[src/rtl/jetv_pkg.sv]
// jetv_pkg: types and constants for the json escaped text validator
// transaction structs, scan mode enum, status and register codes
// no dependencies
`default_nettype none

package jetv_pkg;

  typedef struct packed {
    logic [7:0] text_byte;
    logic       byte_present;
    logic       last_item;
  } in_t;

  typedef struct packed {
    logic [31:0] text_length;
    logic        has_escape;
    logic        has_multibyte;
    logic [3:0]  status;
    logic [31:0] error_offset;
  } out_t;

  typedef enum logic [2:0] {
    M_TEXT,
    M_ESC,
    M_HEX1,
    M_BS2,
    M_U2,
    M_HEX2,
    M_CONT,
    M_DONE
  } mode_t;

  localparam logic [3:0] ST_OK          = 4'd0;
  localparam logic [3:0] ST_INCOMPLETE  = 4'd1;
  localparam logic [3:0] ST_BAD_ESCAPE  = 4'd2;
  localparam logic [3:0] ST_BAD_HEX     = 4'd3;
  localparam logic [3:0] ST_NO_LOW      = 4'd4;
  localparam logic [3:0] ST_BAD_LOW     = 4'd5;
  localparam logic [3:0] ST_LONE_LOW    = 4'd6;
  localparam logic [3:0] ST_BAD_UTF8    = 4'd7;
  localparam logic [3:0] ST_OVERFLOW    = 4'd8;

  localparam int unsigned CFG_IDX_W = 2;
  localparam logic [CFG_IDX_W-1:0] CFG_ESCAPES_ENABLED = 2'd0;
  localparam logic [CFG_IDX_W-1:0] CFG_MAX_LENGTH      = 2'd1;

  // allowed range of the next utf-8 continuation byte
  localparam logic [2:0] RNG_FULL = 3'd0;
  localparam logic [2:0] RNG_E0   = 3'd1;
  localparam logic [2:0] RNG_ED   = 3'd2;
  localparam logic [2:0] RNG_F0   = 3'd3;
  localparam logic [2:0] RNG_F4   = 3'd4;

  localparam logic [7:0] CH_BACKSLASH = 8'h5C;
  localparam logic [7:0] CH_QUOTE     = 8'h22;
  localparam logic [7:0] CH_SLASH     = 8'h2F;
  localparam logic [7:0] CH_B         = 8'h62;
  localparam logic [7:0] CH_F         = 8'h66;
  localparam logic [7:0] CH_N         = 8'h6E;
  localparam logic [7:0] CH_R         = 8'h72;
  localparam logic [7:0] CH_T         = 8'h74;
  localparam logic [7:0] CH_U         = 8'h75;

endpackage

`default_nettype wire

[src/rtl/json_escaped_text_validator.sv]
// json_escaped_text_validator: checks escapes and utf-8 of a byte stream
// at most one byte per transaction, one report per text; uses jetv_pkg
//
//  channel | ports                          | direction | content
//  in      | in_valid/in_ready/in_data      | input     | byte, present flag, last flag
//  out     | out_valid/out_ready/out_data   | output    | length, flags, status, offset
//  cfg     | cfg_valid/cfg_ready/cfg_index  | input     | escapes_enabled, max_length
//          | cfg_data                       |           |
//
// one byte per cycle sustained while in_ready stays high
// input register feeds a single pass of scan logic into the report register
// in_ready drops only when a last transaction waits on a full report register
// synchronous active-low reset; cfg_ready is always high
`default_nettype none

module json_escaped_text_validator #(
  parameter int unsigned LENGTH_BITS = 32
) (
  input  wire                               clk,
  input  wire                               rst_n,
  input  wire                               in_valid,
  output logic                              in_ready,
  input  jetv_pkg::in_t                     in_data,
  output logic                              out_valid,
  input  wire                               out_ready,
  output jetv_pkg::out_t                    out_data,
  input  wire                               cfg_valid,
  output logic                              cfg_ready,
  input  wire  [jetv_pkg::CFG_IDX_W-1:0]    cfg_index,
  input  wire  [31:0]                       cfg_data
);
  import jetv_pkg::*;

  localparam logic [LENGTH_BITS-1:0] LEN_MAX = '1;

  // configuration
  logic                    esc_en_r;
  logic [31:0]             max_len_r;

  // input stage
  logic                    in_valid_r;
  in_t                     in_r;
  logic                    adv;

  // scan state
  mode_t                   mode_r, mode_s;
  logic [1:0]              hex_cnt_r, hex_cnt_s;
  logic [15:0]             hex_acc_r, hex_acc_s;
  logic [1:0]              cont_left_r, cont_left_s;
  logic [2:0]              cont_rng_r, cont_rng_s;
  logic [LENGTH_BITS-1:0]  cnt_r, cnt_s;
  logic                    esc_seen_r, esc_seen_s;
  logic                    mb_seen_r, mb_seen_s;
  logic [3:0]              err_r, err_s, err_e;
  logic [LENGTH_BITS-1:0]  err_off_r, err_off_s, err_off_e;
  logic [LENGTH_BITS-1:0]  anchor_r, anchor_s;
  logic [LENGTH_BITS-1:0]  bh_off_r, bh_off_s;
  logic                    bh_pend_r, bh_pend_s;

  // output stage
  logic                    out_valid_r;
  out_t                    out_r;
  out_t                    res;

  function automatic logic [4:0] hex_nib(input logic [7:0] b);
    logic [4:0] r;
    r = {1'b1, 4'hF};
    if (b >= 8'h30 && b <= 8'h39) r = {1'b0, 4'(b - 8'h30)};
    else if (b >= 8'h61 && b <= 8'h66) r = {1'b0, 4'(b - 8'h57)};
    else if (b >= 8'h41 && b <= 8'h46) r = {1'b0, 4'(b - 8'h37)};
    return r;
  endfunction

  function automatic logic [31:0] sat32(input logic [LENGTH_BITS-1:0] v);
    logic [63:0] e;
    e = 64'(v);
    return (|e[63:32]) ? 32'hFFFF_FFFF : e[31:0];
  endfunction

  assign cfg_ready = 1'b1;
  assign adv       = in_valid_r && (!in_r.last_item || !out_valid_r || out_ready);
  assign in_ready  = !in_valid_r || adv;
  assign out_valid = out_valid_r;
  assign out_data  = out_r;

  always_ff @(posedge clk) begin
    if (!rst_n) begin
      esc_en_r  <= 1'b1;
      max_len_r <= 32'hFFFF_FFFF;
    end else if (cfg_valid && cfg_ready) begin
      unique case (cfg_index)
        CFG_ESCAPES_ENABLED: esc_en_r  <= cfg_data[0];
        CFG_MAX_LENGTH:      max_len_r <= cfg_data;
        default: ;
      endcase
    end
  end

  // byte step: next state from one byte
  always_comb begin
    logic [7:0]             b;
    logic [LENGTH_BITS-1:0] nxt;
    logic [4:0]             hn;
    logic                   hex_done;
    logic                   fail_en;
    logic [3:0]             fail_code;
    logic [LENGTH_BITS-1:0] fail_off;
    logic [7:0]             lo, hi;

    b         = in_r.text_byte;
    nxt       = (cnt_r == LEN_MAX) ? cnt_r : cnt_r + 1'b1;
    hn        = hex_nib(b);
    hex_done  = 1'b0;
    fail_en   = 1'b0;
    fail_code = ST_OK;
    fail_off  = '0;
    lo        = 8'h80;
    hi        = 8'hBF;

    mode_s      = mode_r;
    hex_cnt_s   = hex_cnt_r;
    hex_acc_s   = hex_acc_r;
    cont_left_s = cont_left_r;
    cont_rng_s  = cont_rng_r;
    cnt_s       = cnt_r;
    esc_seen_s  = esc_seen_r;
    mb_seen_s   = mb_seen_r;
    err_s       = err_r;
    err_off_s   = err_off_r;
    anchor_s    = anchor_r;
    bh_off_s    = bh_off_r;
    bh_pend_s   = bh_pend_r;

    if (in_r.byte_present) begin
      cnt_s = nxt;
      if (mode_r == M_HEX1 || mode_r == M_HEX2) begin
        if (hn[4] && !bh_pend_r) begin
          bh_pend_s = 1'b1;
          bh_off_s  = nxt;
        end
        hex_acc_s = {hex_acc_r[11:0], hn[3:0]};
        if (hex_cnt_r == 2'd3) hex_done = 1'b1;
        else hex_cnt_s = hex_cnt_r + 2'd1;
      end
      unique case (mode_r)
        M_TEXT: begin
          if (esc_en_r && b == CH_BACKSLASH) begin
            esc_seen_s = 1'b1;
            mode_s     = M_ESC;
          end else if (b[7]) begin
            mb_seen_s = 1'b1;
            mode_s    = M_CONT;
            cont_rng_s = RNG_FULL;
            case (b) inside
              [8'hC2:8'hDF]: cont_left_s = 2'd1;
              8'hE0: begin cont_left_s = 2'd2; cont_rng_s = RNG_E0; end
              8'hED: begin cont_left_s = 2'd2; cont_rng_s = RNG_ED; end
              [8'hE1:8'hEF]: cont_left_s = 2'd2;
              8'hF0: begin cont_left_s = 2'd3; cont_rng_s = RNG_F0; end
              [8'hF1:8'hF3]: cont_left_s = 2'd3;
              8'hF4: begin cont_left_s = 2'd3; cont_rng_s = RNG_F4; end
              default: begin
                cont_rng_s = cont_rng_r;
                fail_en    = 1'b1;
                fail_code  = ST_BAD_UTF8;
                fail_off   = cnt_r;
              end
            endcase
          end
        end
        M_ESC: begin
          case (b) inside
            CH_QUOTE, CH_BACKSLASH, CH_SLASH, CH_B, CH_F, CH_N, CH_R, CH_T:
              mode_s = M_TEXT;
            CH_U: begin
              hex_cnt_s = 2'd0;
              hex_acc_s = 16'h0;
              bh_pend_s = 1'b0;
              anchor_s  = nxt;
              mode_s    = M_HEX1;
            end
            default: begin
              fail_en   = 1'b1;
              fail_code = ST_BAD_ESCAPE;
              fail_off  = nxt;
            end
          endcase
        end
        M_HEX1: begin
          if (hex_done) begin
            if (bh_pend_s) begin
              fail_en   = 1'b1;
              fail_code = ST_BAD_HEX;
              fail_off  = bh_off_s;
            end else if (hex_acc_s >= 16'hD800 && hex_acc_s <= 16'hDBFF) begin
              anchor_s = nxt;
              mode_s   = M_BS2;
            end else if (hex_acc_s >= 16'hDC00 && hex_acc_s <= 16'hDFFF) begin
              fail_en   = 1'b1;
              fail_code = ST_LONE_LOW;
              fail_off  = nxt;
            end else begin
              if (hex_acc_s >= 16'h0080) mb_seen_s = 1'b1;
              mode_s = M_TEXT;
            end
          end
        end
        M_BS2: begin
          if (b == CH_BACKSLASH) begin
            mode_s = M_U2;
          end else begin
            fail_en   = 1'b1;
            fail_code = ST_NO_LOW;
            fail_off  = anchor_r;
          end
        end
        M_U2: begin
          if (b == CH_U) begin
            hex_cnt_s = 2'd0;
            hex_acc_s = 16'h0;
            bh_pend_s = 1'b0;
            mode_s    = M_HEX2;
          end else begin
            fail_en   = 1'b1;
            fail_code = ST_NO_LOW;
            fail_off  = anchor_r;
          end
        end
        M_HEX2: begin
          if (hex_done) begin
            if (bh_pend_s) begin
              fail_en   = 1'b1;
              fail_code = ST_BAD_HEX;
              fail_off  = bh_off_s;
            end else if (hex_acc_s < 16'hDC00 || hex_acc_s > 16'hDFFF) begin
              fail_en   = 1'b1;
              fail_code = ST_BAD_LOW;
              fail_off  = anchor_r;
            end else begin
              mb_seen_s = 1'b1;
              mode_s    = M_TEXT;
            end
          end
        end
        M_CONT: begin
          case (cont_rng_r)
            RNG_E0:  lo = 8'hA0;
            RNG_ED:  hi = 8'h9F;
            RNG_F0:  lo = 8'h90;
            RNG_F4:  hi = 8'h8F;
            default: ;
          endcase
          if (b < lo || b > hi) begin
            fail_en   = 1'b1;
            fail_code = ST_BAD_UTF8;
            fail_off  = cnt_r;
          end else begin
            cont_rng_s  = RNG_FULL;
            cont_left_s = cont_left_r - 2'd1;
            if (cont_left_r == 2'd1) mode_s = M_TEXT;
          end
        end
        M_DONE: ;
        default: ;
      endcase
      if (fail_en) begin
        if (err_r == ST_OK) begin
          err_s     = fail_code;
          err_off_s = fail_off;
        end
        mode_s = M_DONE;
      end
    end
  end

  // end of text: pending-mode errors and report
  always_comb begin
    logic [63:0] cnt64;

    cnt64     = 64'(cnt_s);
    err_e     = err_s;
    err_off_e = err_off_s;
    unique case (mode_s)
      M_ESC:  begin err_e = ST_INCOMPLETE; err_off_e = cnt_s;    end
      M_HEX1: begin err_e = ST_INCOMPLETE; err_off_e = anchor_s; end
      M_BS2, M_U2, M_HEX2: begin
        err_e     = ST_NO_LOW;
        err_off_e = anchor_s;
      end
      M_CONT: begin err_e = ST_BAD_UTF8; err_off_e = cnt_s; end
      default: ;
    endcase
    if (err_s != ST_OK) begin
      err_e     = err_s;
      err_off_e = err_off_s;
    end

    res.text_length   = sat32(cnt_s);
    res.has_escape    = esc_seen_s;
    res.has_multibyte = mb_seen_s;
    if (err_e != ST_OK) begin
      res.status       = err_e;
      res.error_offset = sat32(err_off_e);
    end else if (cnt64 > {32'h0, max_len_r}) begin
      res.status       = ST_OVERFLOW;
      res.error_offset = max_len_r;
    end else begin
      res.status       = ST_OK;
      res.error_offset = 32'h0;
    end
  end

  always_ff @(posedge clk) begin
    if (!rst_n) begin
      in_valid_r <= 1'b0;
    end else if (in_ready) begin
      in_valid_r <= in_valid;
    end
  end

  always_ff @(posedge clk) begin
    if (in_ready && in_valid) begin
      in_r <= in_data;
    end
  end

  always_ff @(posedge clk) begin
    if (!rst_n || (adv && in_r.last_item)) begin
      mode_r      <= M_TEXT;
      hex_cnt_r   <= 2'd0;
      hex_acc_r   <= 16'h0;
      cont_left_r <= 2'd0;
      cont_rng_r  <= RNG_FULL;
      cnt_r       <= '0;
      esc_seen_r  <= 1'b0;
      mb_seen_r   <= 1'b0;
      err_r       <= ST_OK;
      err_off_r   <= '0;
      anchor_r    <= '0;
      bh_off_r    <= '0;
      bh_pend_r   <= 1'b0;
    end else if (adv) begin
      mode_r      <= mode_s;
      hex_cnt_r   <= hex_cnt_s;
      hex_acc_r   <= hex_acc_s;
      cont_left_r <= cont_left_s;
      cont_rng_r  <= cont_rng_s;
      cnt_r       <= cnt_s;
      esc_seen_r  <= esc_seen_s;
      mb_seen_r   <= mb_seen_s;
      err_r       <= err_s;
      err_off_r   <= err_off_s;
      anchor_r    <= anchor_s;
      bh_off_r    <= bh_off_s;
      bh_pend_r   <= bh_pend_s;
    end
  end

  always_ff @(posedge clk) begin
    if (!rst_n) begin
      out_valid_r <= 1'b0;
    end else if (adv && in_r.last_item) begin
      out_valid_r <= 1'b1;
    end else if (out_ready) begin
      out_valid_r <= 1'b0;
    end
  end

  always_ff @(posedge clk) begin
    if (adv && in_r.last_item) begin
      out_r <= res;
    end
  end

endmodule

`default_nettype wire

[config.mk]
export PLATFORM = sky130hd
export DESIGN_NAME = json_escaped_text_validator
export DESIGN_NICKNAME = d
export VERILOG_FILES = /design/src/rtl/jetv_pkg.sv /design/src/rtl/json_escaped_text_validator.sv
export SDC_FILE = /design/constraint.sdc
export NUM_CORES = 1
export LEC_CHECK = 0
export BUFFER_PORTS_ARGS = -buffer_cell sky130_fd_sc_hd__buf_4
export CORE_ASPECT_RATIO = 1.2
export CORE_MARGIN = 8
export CORE_UTILIZATION = 55
export CTS_BUF_LIST = sky130_fd_sc_hd__clkbuf_4
export CTS_CLUSTER_DIAMETER = 100
export DETAILED_ROUTE_END_ITERATION = 6
export PLACE_DENSITY = 0.74
export SETUP_SLACK_MARGIN = 0.5
export SYNTH_ARGS = -nofsm -noshare
export SYNTH_HDL_FRONTEND = slang
export SYNTH_SLANG_ARGS = --single-unit
[constraint.sdc]
create_clock -name clk -period 5.5 [get_ports clk]
set_input_delay 0 -clock clk [delete_from_list [all_inputs] [get_ports clk]]
set_output_delay 0 -clock clk [all_outputs]
set_load 0.01 [all_outputs]
==> impl_metrics.json <==
{
  "core_mm2": 0.02783,
  "nFillCells": 2350,
  "status": "finished clean",
  "ant_nets": 0,
  "critical_path_buf_inv_count": 2,
  "synth_nets": 1907,
  "cts_root_buffer": "clkbuf_4",
  "r2r_cells": 18,
  "met1_usage_pct": 41.07,
  "critPathArrivalTime_ns": 5.24,
  "via_count": 15602,
  "port_buffers": 120,
  "finalSetupViolCount": 0,
  "fp-row-count": 67,
  "fp.dieH_um": 199.7,
  "avgSynthCellArea_um2": 8.519,
  "dieArea_mm2": 0.03377,
  "gp_congestion": 0.9712,
  "cts_tree": "yes",
  "irDropWorstVdd_v": 0.0001830,
  "max_freq_mhz": 207.3,
  "htreeDepth": 3,
  "drc_errors": 0,
  "cts_sinks": 276,
  "cellPowerDensity_mw_per_mm2": 248.5,
  "grt_pass1_vias": 14925,
  "crit_fanout": 20,
  "startpoint_type": "flop",
  "numPlacedInstances": 2249,
  "hp-start": "cfg_data[11]",
  "viasPerCell": 6.386,
  "multiInputGateArea_mm2": 0.008492,
  "io_pins": 122,
  "leakage_nw": 7.095,
  "grt_use_met2_pct": 49.83,
  "cp-end-kind": "flop",
  "clk_latency_ns": 0.72,
  "hp-class": "primary input to flop",
  "synth_edf_count": 80,
  "p_sw_w": 0.001317,
  "r2r_slack_ns": 0.67,
  "cpLargestDelayFamily": "compound AO/OA/AOI/OAI gates",
  "p_seq_share_pct": 47.2,
  "critPathSlowestCell": "dfxtp_2",
  "worst-path-stages": 18,
  "synthToLayoutAreaGrowth_pct": 20.24,
  "min_delay_worst_endpoint": "max_len_r[11]",
  "wl_per_cell_um": 22.19,
  "layout.nets": 2100,
  "crit_type": "flop to flop",
  "top_usage_layer": "met2",
  "max_stage_delay_ns": 0.37,
  "final_cells": 2443,
  "regToRegStartpoint": "cnt_r[0]",
  "ys.warnings.count": 0,
  "grt_setup_unrepaired": "false",
  "p_int_w": 0.003307,
  "synth.distinct_cells": 87,
  "grt.overflow.total": 0,
  "totalNegativeSetupSlack_ns": 0,
  "critPathLaunch": "cnt_r[0]",
  "hold_slack_ns": 0.08290,
  "ys_seq_area_share_pct": 40.89,
  "relSlewSlack_pct": 22.02,
  "cp_data_required_time_ns": 5.92,
  "antenna_found_initial": 1,
  "grt_pass1_wl_um": 84420,
  "period_share_pct": 87.73,
  "grt_max_degree": 77,
  "r2r-end": "out_data[20]",
  "drtIter0Drc": 2014,
  "seqCellArea_mm2": 0.006340,
  "clk_pin_slew_ns": 0.07,
  "slew_violations": 0,
  "track_usage_pct": 31.75,
  "synthArstFlopShare_pct": 0,
  "drive_above_1_share_pct": 19.29,
  "grt_use_met3_pct": 6.779,
  "synth_ff_type": "dfxtp_1",
  "clk_path_buf_depth": 3,
  "skew_ns": 0.05111,
  "synth-seq-cells": 276,
  "synthCells": 1816,
  "clockPowerShare_pct": 39.2,
  "max_slew.worst_pin.slew_ns": 1.164,
  "path_cells": "ha_1 > and2_1 > and4_2 > a31oi_1 > nand3_1 > xor2_1 > a21oi_1 > ha_1 > nand4_1 > inv_1 > a221o_1 > a21o_1 > a21o_1 > a221oi_2 > o311ai_1 > and3_4 > buf_4 > a221o_1",
  "post-route-min-period_ns": 4.825,
  "whs_path_depth": 4,
  "drt-pass1-iter-count": 6,
  "power_switching_share_pct": 28.48,
  "cts_buffers": 72,
  "initial_core_util_pct": 55.59,
  "dp_hpwl_um": 36880,
  "p_comb_share_pct": 13.6,
  "syn_area_mm2": 0.01547,
  "drv_cap": 0,
  "die_x_um": 169.1,
  "wl_um": 54220,
  "finalHoldViolations": 0
}
==> synthesized netlist by cell type, types with 7 or more instances <==
cell type / instances / area share, %
a211o_1: 11 / 0.62
a211oi_1: 70 / 3.4
a21o_1: 13 / 0.63
a21oi_1: 119 / 3.8
a221o_1: 31 / 2.0
a221oi_1: 8 / 0.45
a222oi_1: 10 / 0.65
a22oi_1: 24 / 1.2
a31oi_1: 25 / 1.0
and2_1: 9 / 0.36
and3_1: 22 / 0.89
buf_1: 18 / 0.44
clkbuf_1: 119 / 2.9
dfxtp_1: 196 / 25
edfxtp_1: 80 / 16
ha_1: 42 / 3.4
inv_1: 60 / 1.5
mux2_2: 9 / 0.66
mux2i_1: 15 / 0.97
nand2_1: 226 / 5.5
nand2b_1: 12 / 0.49
nand3_1: 36 / 1.2
nand4_1: 20 / 0.81
nor2_1: 197 / 4.8
nor3_1: 19 / 0.61
nor3b_1: 7 / 0.34
nor4_1: 7 / 0.28
o211ai_1: 51 / 2.5
o21a_1: 18 / 0.87
o21ai_0: 72 / 2.3
o221ai_1: 11 / 0.62
o22ai_1: 29 / 1.2
or2_2: 8 / 0.32
or3_1: 14 / 0.57
xnor2_1: 55 / 3.1
xor2_1: 19 / 1.1
==> logic make-up (layout without fill, tap and decap cells) <==
| group | after synthesis | count (layout) | synth area share, % |
|---|---|---|---|
| adders and majority gates | 42 | 42 | 3.397 |
| buffers and inverters | 205 | 452 | 5.257 |
| and+or+nand+nor | 626 | 626 | 18.92 |
| other | 1 | 2 | 0.02424 |
| AOI/OAI and AO/OA | 568 | 568 | 25.70 |
| xor gates and xnor gates | 74 | 74 | 4.189 |
| muxes | 24 | 24 | 1.626 |
| DFF | 276 | 276 | 40.89 |
==> per-layer routing <==
metal	share of wire, %	vias up	wire (µm)
li1	-	7147	-
met1	40	7274	21700
met2	44	974	23830
met3	11	207	6011
met4	4.9	0	2666
met5	0	-	0
==> layout by cell type, fill, tap and decap left out, drive strengths merged, types with 13 or more instances in the layout <==
master,count
nand2,226
buf,203
nor2,197
dfxtp,196
a21oi,120
clkbuf,114
edfxtp,80
o21ai,76
a211oi,70
inv,62
dlygate4sd3,61
xnor2,55
o211ai,51
ha,42
nand3,36
a221o,31
o22ai,29
a31oi,25
a22oi,24
and3,23
nor3,22
nand4,20
xor2,19
o21a,19
mux2i,15
or3,14
a21o,13
==> state kept, by name, indices dropped and copies added, names as in the netlist, 4 cells and up <==
register and cells:
err_off_r 32, in_r 10, max_len_r 32, bh_off_r 32
cnt_r 32, hex_acc_r 16, err_r 4, out_data 70
anchor_r 32
==> worst max path at each step <==
stage | to | slack (ns)
floorplan | out_data[20] | 0.53
global placement | out_data[11] | 0.15
detailed placement | out_data[12] | 0.08
CTS | out_data[19] | 0.50
global route | out_data[20] | 0.44
finish | out_data[20] | 0.67
==> stage by stage <==
| step | util [%] | setup WS (ns) | total power, W | cell area [µm²] |
|---|---|---|---|---|
| final | 66.84 | 0.6750 | 0.004624 | 18600 |
| after global routing | 66.84 | 0.4357 | 0.004788 | 18600 |
| after CTS | 66.43 | 0.5033 | 0.004622 | 18490 |
| after detailed placement | 60.84 | 0.08440 | 0.002795 | 16930 |
| after global placement | 60.84 | 0.1450 | 0.002792 | 16930 |
| after floorplan | - | 0.5280 | 0.002559 | 15470 |
==> layout make-up <==
cell class / instances / share of cell area, %
antenna: 1 / 0.01345
clock buffer: 114 / 4.600
timing repair buffer: 264 / 11.61
multi-input combinational: 1335 / 45.65
sequential: 276 / 34.08
clock inverter: 14 / 0.2892
inverter: 60 / 1.211
tap: 379 / 2.549
==> power by group through the flow <==
stage               registers (W)  clock network [W]  logic [W]
finish                    0.00218            0.00181   0.000629
CTS                       0.00218            0.00184   0.000606
global route              0.00219            0.00193   0.000666
detailed placement        0.00223                  0   0.000569
floorplan                 0.00221                  0   0.000346
global placement          0.00223                  0   0.000566
==> timing repair <==
item,CTS,global route
hold buffers,61,0
setup endpoints to repair,31,30
pin swaps,1,5
setup buffers,0,4
resized for setup,11,21
endpoints found under the hold margin,56,0
cloned,0,0
==> tightest hold or removal path: cells and delay by family <==
family / cells / cell delay [ns]
buffers and inverters: 2 / 0.63
AOI/OAI and AO/OA: 1 / 0.08
and+or+nand+nor: 1 / 0.04
Power figures use the tool's default switching activity.
